### src/rtl/cpio_pkg.sv
// Package: constants and access codes for the CPU I/O port core.
package cpio_pkg;

    localparam int unsigned FALLOFF_W   = 20;
    localparam int unsigned NOW_W       = 47;
    localparam int unsigned DEADLINE_W  = 48;
    localparam int unsigned APB_ADDR_W  = 3;
    localparam int unsigned APB_DATA_W  = 32;

    localparam logic [FALLOFF_W-1:0] FALLOFF_RESET = 20'd350000;

    localparam logic [7:0] DIR_RESET      = 8'h00;
    localparam logic [7:0] DATA_RESET     = 8'h3f;
    localparam logic [7:0] PINS_RESET     = 8'h3f;
    localparam logic [7:0] READBACK_RESET = 8'h1f;

    localparam logic [7:0] PIN_PULL_MASK  = 8'h17;
    localparam logic [7:0] BIT5_CLR_MASK  = 8'hdf;
    localparam logic [7:0] MOTOR_MASK     = 8'h20;
    localparam logic [7:0] TAPE_WR_MASK   = 8'h08;

    localparam logic OP_READ  = 1'b0;
    localparam logic OP_WRITE = 1'b1;
    localparam logic SEL_DIR  = 1'b0;
    localparam logic SEL_DATA = 1'b1;

    // word index of the falloff register on the APB port
    localparam logic REG_FALLOFF = 1'b0;

endpackage

### src/rtl/cpu_io_port_with_bit_falloff_core.sv
// CPU I/O port core: direction/data registers with decay of floating bits 6 and 7.
// Pipeline: input register, then result register.
// Throughput: one item per cycle unless m_valid is held high with m_ready low; the single
// update path between the two registers (one 48-bit deadline add or compare) sets that rate.
// Reset (aresetn low, synchronous): pipeline empty, port registers at power-on values,
// falloff_cycles = 350000, decay bits clear; deadlines are written before use.
module cpu_io_port_with_bit_falloff_core
    import cpio_pkg::*;
(
    input  logic                  aclk,
    input  logic                  aresetn,
    // APB configuration
    input  logic                  psel,
    input  logic                  penable,
    input  logic                  pwrite,
    input  logic [APB_ADDR_W-1:0] paddr,
    input  logic [APB_DATA_W-1:0] pwdata,
    output logic [APB_DATA_W-1:0] prdata,
    output logic                  pready,
    // input items
    input  logic                  s_valid,
    output logic                  s_ready,
    input  logic                  s_op,
    input  logic                  s_reg_select,
    input  logic [7:0]            s_write_value,
    input  logic [NOW_W-1:0]      s_now,
    // result items
    output logic                  m_valid,
    input  logic                  m_ready,
    output logic [7:0]            m_read_data,
    output logic [7:0]            m_map_port_value,
    output logic                  m_motor_line,
    output logic                  m_tape_write_line
);

    // configuration
    logic [FALLOFF_W-1:0] falloff_reg;

    // input register
    logic             in_valid_reg;
    logic             in_op_reg;
    logic             in_sel_reg;
    logic [7:0]       in_val_reg;
    logic [NOW_W-1:0] in_now_reg;

    // result register
    logic       out_valid_reg;
    logic [7:0] out_rd_reg;
    logic [7:0] out_map_reg;
    logic       out_motor_reg;
    logic       out_tape_reg;

    // port state
    logic [7:0] dir_reg, dir_next;
    logic [7:0] data_reg, data_next;
    logic [7:0] pins_reg, pins_next;
    logic [7:0] readback_reg, readback_next;
    logic [1:0] high_valid_reg, high_valid_next;
    logic [1:0] decaying_reg, decaying_next;
    logic [DEADLINE_W-1:0] deadline_reg [2];
    logic [1:0]            deadline_we;
    logic [DEADLINE_W-1:0] deadline_new;

    logic       advance;
    logic       cfg_wr;
    logic [7:0] rd_next;
    logic [7:0] map_next;
    logic [7:0] rd_mask;
    logic       is_dir_write;
    logic       is_data_write;
    logic       is_data_read;

    assign pready  = 1'b1;
    assign cfg_wr  = psel && penable && pwrite;
    assign prdata  = (paddr[2] == REG_FALLOFF)
                   ? {{(APB_DATA_W-FALLOFF_W){1'b0}}, falloff_reg} : '0;

    assign advance = in_valid_reg && (!out_valid_reg || m_ready);
    assign s_ready = !in_valid_reg || advance;

    assign is_dir_write  = (in_op_reg == OP_WRITE) && (in_sel_reg == SEL_DIR);
    assign is_data_write = (in_op_reg == OP_WRITE) && (in_sel_reg == SEL_DATA);
    assign is_data_read  = (in_op_reg == OP_READ)  && (in_sel_reg == SEL_DATA);
    assign deadline_new  = {1'b0, in_now_reg} + {{(DEADLINE_W-FALLOFF_W){1'b0}}, falloff_reg};

    always_comb begin
        dir_next        = dir_reg;
        data_next       = data_reg;
        pins_next       = pins_reg;
        readback_next   = readback_reg;
        high_valid_next = high_valid_reg;
        decaying_next   = decaying_reg;
        deadline_we     = 2'b00;
        rd_next         = 8'h00;
        rd_mask         = 8'hff;

        if (is_dir_write) begin
            for (int i = 0; i < 2; i++) begin
                if (high_valid_reg[i] && !in_val_reg[6+i] && !decaying_reg[i]) begin
                    decaying_next[i] = 1'b1;
                    deadline_we[i]   = 1'b1;
                end else if (high_valid_reg[i] && in_val_reg[6+i] && decaying_reg[i]) begin
                    decaying_next[i] = 1'b0;
                end
            end
            dir_next = in_val_reg;
        end else if (is_data_write) begin
            for (int i = 0; i < 2; i++) begin
                if (dir_reg[6+i] && in_val_reg[6+i]) begin
                    high_valid_next[i] = 1'b1;
                end
            end
            data_next = in_val_reg;
        end else if (in_op_reg == OP_READ && in_sel_reg == SEL_DIR) begin
            rd_next = dir_reg;
        end else if (is_data_read) begin
            for (int i = 0; i < 2; i++) begin
                // a decaying bit expires once its deadline lies strictly in the past
                if (decaying_reg[i] && (deadline_reg[i] < {1'b0, in_now_reg})) begin
                    decaying_next[i]   = 1'b0;
                    high_valid_next[i] = 1'b0;
                end
                if (!high_valid_next[i]) begin
                    rd_mask[6+i] = 1'b0;
                end
            end
            rd_next = readback_reg & rd_mask;
        end

        if (in_op_reg == OP_WRITE) begin
            pins_next     = (pins_reg & ~dir_next) | (data_next & dir_next);
            readback_next = (data_next | ~dir_next) & (pins_next | PIN_PULL_MASK);
            if ((dir_next & MOTOR_MASK) == 8'h00) begin
                readback_next = readback_next & BIT5_CLR_MASK;
            end
        end

        map_next = (data_next | ~dir_next) & (pins_next | PIN_PULL_MASK);
    end

    always_ff @(posedge aclk) begin
        if (!aresetn) begin
            falloff_reg    <= FALLOFF_RESET;
            in_valid_reg   <= 1'b0;
            out_valid_reg  <= 1'b0;
            dir_reg        <= DIR_RESET;
            data_reg       <= DATA_RESET;
            pins_reg       <= PINS_RESET;
            readback_reg   <= READBACK_RESET;
            high_valid_reg <= 2'b00;
            decaying_reg   <= 2'b00;
        end else begin
            if (cfg_wr && paddr[2] == REG_FALLOFF) begin
                falloff_reg <= pwdata[FALLOFF_W-1:0];
            end
            if (s_ready) begin
                in_valid_reg <= s_valid;
            end
            if (advance) begin
                out_valid_reg  <= 1'b1;
                dir_reg        <= dir_next;
                data_reg       <= data_next;
                pins_reg       <= pins_next;
                readback_reg   <= readback_next;
                high_valid_reg <= high_valid_next;
                decaying_reg   <= decaying_next;
            end else if (m_ready) begin
                out_valid_reg <= 1'b0;
            end
        end
    end

    // payload registers
    always_ff @(posedge aclk) begin
        if (s_ready && s_valid) begin
            in_op_reg  <= s_op;
            in_sel_reg <= s_reg_select;
            in_val_reg <= s_write_value;
            in_now_reg <= s_now;
        end
        if (advance) begin
            out_rd_reg    <= rd_next;
            out_map_reg   <= map_next;
            out_motor_reg <= ((dir_next & data_next & MOTOR_MASK) != 8'h00);
            out_tape_reg  <= (((~dir_next | data_next) & TAPE_WR_MASK) != 8'h00);
            for (int i = 0; i < 2; i++) begin
                if (deadline_we[i]) begin
                    deadline_reg[i] <= deadline_new;
                end
            end
        end
    end

    assign m_valid           = out_valid_reg;
    assign m_read_data       = out_rd_reg;
    assign m_map_port_value  = out_map_reg;
    assign m_motor_line      = out_motor_reg;
    assign m_tape_write_line = out_tape_reg;

endmodule
### config.mk
export PLATFORM = sky130hd
export DESIGN_NAME = cpu_io_port_with_bit_falloff_core
export DESIGN_NICKNAME = d
export VERILOG_FILES = /design/src/rtl/cpio_pkg.sv /design/src/rtl/cpu_io_port_with_bit_falloff_core.sv
export SDC_FILE = /design/constraint.sdc
export NUM_CORES = 1
export LEC_CHECK = 0
export ABC_AREA = 1
export ABC_CLOCK_PERIOD_IN_PS = 5900
export BUFFER_PORTS_ARGS = -buffer_cell sky130_fd_sc_hd__buf_2
export CAP_MARGIN = 30
export CORE_MARGIN = 2
export CORE_UTILIZATION = 60
export CTS_BUF_LIST = sky130_fd_sc_hd__clkbuf_4 sky130_fd_sc_hd__clkbuf_8
export DETAILED_ROUTE_END_ITERATION = 16
export GPL_TIMING_DRIVEN = 1
export PLACE_DENSITY = 0.82
export SLEW_MARGIN = 20
export SYNTH_ARGS = -nofsm -noshare
export SYNTH_HDL_FRONTEND = slang
export SYNTH_SLANG_ARGS = --single-unit
export TNS_END_PERCENT = 10
### constraint.sdc
create_clock -name aclk -period 5.9 [get_ports aclk]
set_clock_uncertainty 0.15 [all_clocks]
set_input_delay 0.885 -clock aclk [delete_from_list [all_inputs] [get_ports aclk]]
set_output_delay 0.885 -clock aclk [all_outputs]
set_load 0.02 [all_outputs]
Yosys cells after proc, flatten, opt, wreduce, memory -nomap -nowiden

Memories as Yosys holds them, arrays and structs flattened.
Index checks and enable logic that the tools add are counted.

$add $sub $neg: 1
Magnitude comparators: 2
Eq/ne operators: 7
Mux-type cells: 54
Bitwise logic cells: 12
Reductions and logical operators: 41

Operator list:

| operator             | count |
|---|---|
| $lt A48 B47 Y1       | 2 |
| $add A47 B20 Y48     | 1 |
| $mux W8              | 6 |
| $and A8 B8 Y8        | 5 |
| $mux W1              | 38 |
| $logic_and A1 B1 Y1  | 21 |
| $mux W20             | 1 |
| $mux W2              | 8 |
| $or A8 B8 Y8         | 2 |
| $reduce_and A6 Y1    | 2 |
| $reduce_and A5 Y1    | 2 |
| $reduce_bool A2 Y1   | 5 |
| $logic_not A8 Y1     | 1 |
| $not A8 Y8           | 1 |
| $logic_not A1 Y1     | 6 |
| $mux W6              | 1 |
| $ne A2 B2 Y1 const B | 3 |
| $ne A3 B1 Y1 const B | 2 |
| $ne A2 B1 Y1 const B | 2 |
| $not A1 Y1           | 4 |
| $logic_or A1 B1 Y1   | 2 |
| $reduce_and A2 Y1    | 1 |
| $reduce_or A2 Y1     | 1 |

Bits in registers: 133
Bits in writable memories: 96
Input bits: 99
Output and inout bits: 53
Word-level logic and storage cells: 138
Memories: 1

Memories:

| memory       | words | width | read ports | clocked after Yosys merged registers in | wr ports | line                                    | text |
|---|---|---|---|---|---|---|---|
| deadline_reg | 2     | 48    | 2          | 0                                       | 2        | cpu_io_port_with_bit_falloff_core.sv:60 | `logic [DEADLINE_W-1:0] deadline_reg [2];` |

Longest topological paths before layout

An unclocked memory read counts as a cell.

Depth after elaboration: 16
Depth in mapped cells: 16
Depth with buffers taken out: 16

Least setup slack after synthesis

No wires, ideal clock.

Path kind: input to register
Start point: input port m_ready
End point: memory deadline_reg[0][0], enable pin
Library setup time: 513 ps
Arrival: 4750 ps
Data required time: 5237 ps
Setup slack: 487 ps
Cell stages on the path: 6
Path buffers: 2
Path through: inv_1 nand2_1 nand2_1 clkbuf_1 clkbuf_1 nor3_1

RTL lines:

| item        | line                                    | text |
|---|---|---|
| from (decl) | cpu_io_port_with_bit_falloff_core.sv:29 | `input logic m_ready,` |
| to (decl)   | cpu_io_port_with_bit_falloff_core.sv:60 |  |

Worst setup path in the final report

Start point: register in_op_reg
End point: register readback_reg[7]

Word-level cells in the longest chain between the ends: 6
Elaborated cells on any way between the ends: 12
Those cells by class: mux (3); bitwise (6); reduce/logical (3)

Ends and longest elaborated chain:

| item                                         | line                                                                              | text |
|---|---|---|
| from (decl)                                  | cpu_io_port_with_bit_falloff_core.sv:41                                           | `logic in_op_reg;` |
| from (signal assigned)                       | cpu_io_port_with_bit_falloff_core.sv:176                                          | `in_op_reg <= s_op;` |
| $logic_and A1 B1 Y1 (on tied branches)       | cpu_io_port_with_bit_falloff_core.sv:82, cpu_io_port_with_bit_falloff_core.sv:81  |  |
| $mux W8 (on tied branches)                   | cpu_io_port_with_bit_falloff_core.sv:107, cpu_io_port_with_bit_falloff_core.sv:97 |  |
| $mux W8 / $not A8 Y8 (equally long branches) | -                                                                                 |  |
| $and A8 B8 Y8 (on tied branches)             | -                                                                                 |  |
| $or A8 B8 Y8                                 | cpu_io_port_with_bit_falloff_core.sv:131                                          | `pins_next = (pins_reg & ~dir_next) \| (data_next & dir_next);` |
| $and A8 B8 Y8                                | cpu_io_port_with_bit_falloff_core.sv:132                                          | `readback_next = (data_next \| ~dir_next) & (pins_next \| PIN_PULL_MASK);` |
| to (signal assigned)                         | cpu_io_port_with_bit_falloff_core.sv:164                                          | `readback_reg <= readback_next;` |
| to (decl)                                    | cpu_io_port_with_bit_falloff_core.sv:57                                           | `logic [7:0] readback_reg, readback_next;` |

Several ways; a longest one is shown, not always the timed one.
A chain may end at the register's enable or synchronous reset.

==> run summary <==
Vias in the first global route: 9012
Vias/cell: 5.37
Startpoint types: flop
Kind of critical path: reg -> reg
RR Startpoint: in_op_reg$_DFFE_PP_
Post-synth cell types: 43
Simple-gate share of the synthesized area: 16.1%
Clock Latency Late Sink: 0.57 ns
Max Freq: 0.333 GHz
Total grt overflow: 0
Non-Filler Instances: 1688
Leakage: 6.00 nW
HP Start: readback_reg[4]$_SDFFE_PN1P_
Area of the multi-input gates: 4960 sq um
Complex-gate fraction of the synthesized area: 9.38%
Final period util: 50.9%
Max rail drop VDD: 0.206 mV
Clock Sinks: 225
Final GP Congestion: 0.917
Seq/Total Area, Yosys: 52.1%
IO Pins: 152
Share of cells above drive strength 1: 15.0%
Storage cell area: 6220 sq um
EDFF count, synth: 171
Mapped Cells: 1249
Reg2Reg Setup Slack: 2.90 ns
Initial DRC Count: 645
Slew headroom: 49.8%
Buffers on Ports: 124
WHS: 0.322 ns
Hold Path Class: reg -> reg
Final Setup Violations: 0
CTS Root Cell: clkbuf_8
Num CTS Buffers: 38
Worst-path clk slew: 0.07 ns
Initial antenna violation count: 1
Max Buffers Root-to-Sink: 3
Outcome: finished clean
First-pass GRT wire length: 42.6 mm
Arrival time of the worst setup path: 3.33 ns
Via count: 9062
Postcts setup bufs: 0
Final net count: 1610
Combinational family with the most area after synthesis: simple AND/OR/NAND/NOR gates
Post-Place Cells: 1619
Ys flop type: edfxtp_1
Min Tclk post-route: 3.00 ns
Final Hold Viols: 0
Max reg flops: 96
Worst Path Required: 6.23 ns
CORE AREA: 19500 sq um
H-tree levels: 2
Initial Utilization: 61.3%
Layout area overhead: 13.1%
Post-synthesis register bit count: 225
YS warnings: 0
Worst setup startpoint: in_op_reg$_DFFE_PP_
Syn_area_per_cell: 9.55 sq um
DPL Wire Length: 18.8 mm
Largest net degree at the start of global routing: 49
Hold buffer count at CTS: 0
Commonest non-fill, non-tap cells in the layout: nand2_1, edfxtp_1, inv_1
DR WL/cell: 15.4 um
Post-synthesis mux area share: 0%
Post-DRT Antenna Nets: 0
Xor/xnor share of the synthesized area: 3.30%
Post-CTS Resized: 0
Synthesized area: 11900 sq um
Final total power: 0.00351 W
Total GRT Usage: 25.0%
Pre-antenna DRT Iters: 6
RSZ-0062 raised after global routing: no
WL final: 26.0 mm
Die Area: 21000 sq um
Max cap viols: 0
# DRC: 0
Setup_tns: 0 ns
DIE WIDTH: 145 um
Max Transition Viols Final: 0
Final-layout fill cell count: 1461
Cell row count: 51
N_diodes: 0
Synth Area in Adders: 12.3%
Crit Path Max Fanout: 15
Die height: 145 um
CTS tree: built
Slew @ Worst Pin: 0.752 ns
Post-synth ARST share: 0%
Commonest non-fill, non-tap cell in the layout: nand2_1
Setup crit end kind: flop
Power density over the cells: 260 nW/um^2
-- synth_stat cells (all sizes together), types with 2 or more instances --
| cell | instances | area share (%) |
|---|---|---|
| nand2 | 264 | 8.5 |
| edfxtp | 171 | 43 |
| inv | 166 | 5.2 |
| ha | 116 | 12 |
| a21oi | 113 | 4.7 |
| nor2 | 111 | 3.9 |
| o21ai | 58 | 2.4 |
| dfxtp | 54 | 9.1 |
| xor2 | 38 | 2.8 |
| nor3 | 27 | 1.2 |
| nand3 | 25 | 1.1 |
| clkbuf | 19 | 0.60 |
| buf | 15 | 0.90 |
| nand4 | 13 | 0.68 |
| o211ai | 10 | 0.67 |
| xnor2 | 7 | 0.51 |
| a21o | 6 | 0.38 |
| a31oi | 6 | 0.31 |
| nor4 | 5 | 0.26 |
| a211oi | 4 | 0.25 |
| o21a | 4 | 0.25 |
| or2 | 4 | 0.21 |
| a21boi | 2 | 0.16 |
| and3 | 2 | 0.10 |
| conb | 2 | 0.063 |
| o21bai | 2 | 0.13 |
-- per-stage QoR --
stage	utilization [%]	instance area [sq um]	setup WS, ns
6_report	69.3	13500	2.90
5_1_grt	69.3	13500	2.62
4_1_cts	69.3	13500	2.94
3_5_place_dp	65.7	12800	2.69
3_3_place_gp	65.7	12800	2.77
2_1_floorplan	-	12000	0.487
-- kinds of logic (layout without fill, tap and decap cells) --
kind of cell	Yosys count	in the layout
flops	225	225
buf+inv	201	364
xor+xnor	45	45
compound gates	206	206
fa+ha+maj	117	117
other cells	2	13
simple gates	453	453
-- per-layer routing --
layer	up-vias	GRT usage, %	part of all wire [%]
met5	-	0	0.042
met4	2	8.56	2.3
met3	59	5.57	7.4
met2	308	41.9	48
met1	4195	32.1	43
li1	4498	-	-
-- area by class of cell --
type | count | share of cell area (%)
sequential | 225 | 46.1
multi-input combinational | 834 | 36.8
timing repair buffer | 128 | 4.82
inverter | 167 | 4.65
clock buffer | 46 | 4.37
tap | 265 | 2.46
clock inverter | 23 | 0.872
-- worst paths after layout --
check | end | cells after the start
hold / removal | readback_reg[4]$_SDFFE_PN1P_ | 2
setup reg to reg | readback_reg[7]$_SDFFE_PN0P_ | 9
setup / recovery | readback_reg[7]$_SDFFE_PN0P_ | 9
hold reg to reg | readback_reg[4]$_SDFFE_PN1P_ | 2
-- worst max-delay path: stages, from the launching register on --
cell and delay [ns]:
edfxtp_1 0.50, ha_1 0.44, inv_1 0.44, nand2_1 0.48, nor2_1 0.20, a21oi_1 0.07, nand2_1 0.08, o21ai_0 0.12
or2_2 0.32, a21oi_1 0.12
-- power by group --
group	switching [W]	internal (W)
clock network	0.000639	0.000671
registers	0.0000335	0.00177
logic	0.000262	0.000136
No activity file was read; power rests on OpenSTA's default activity.
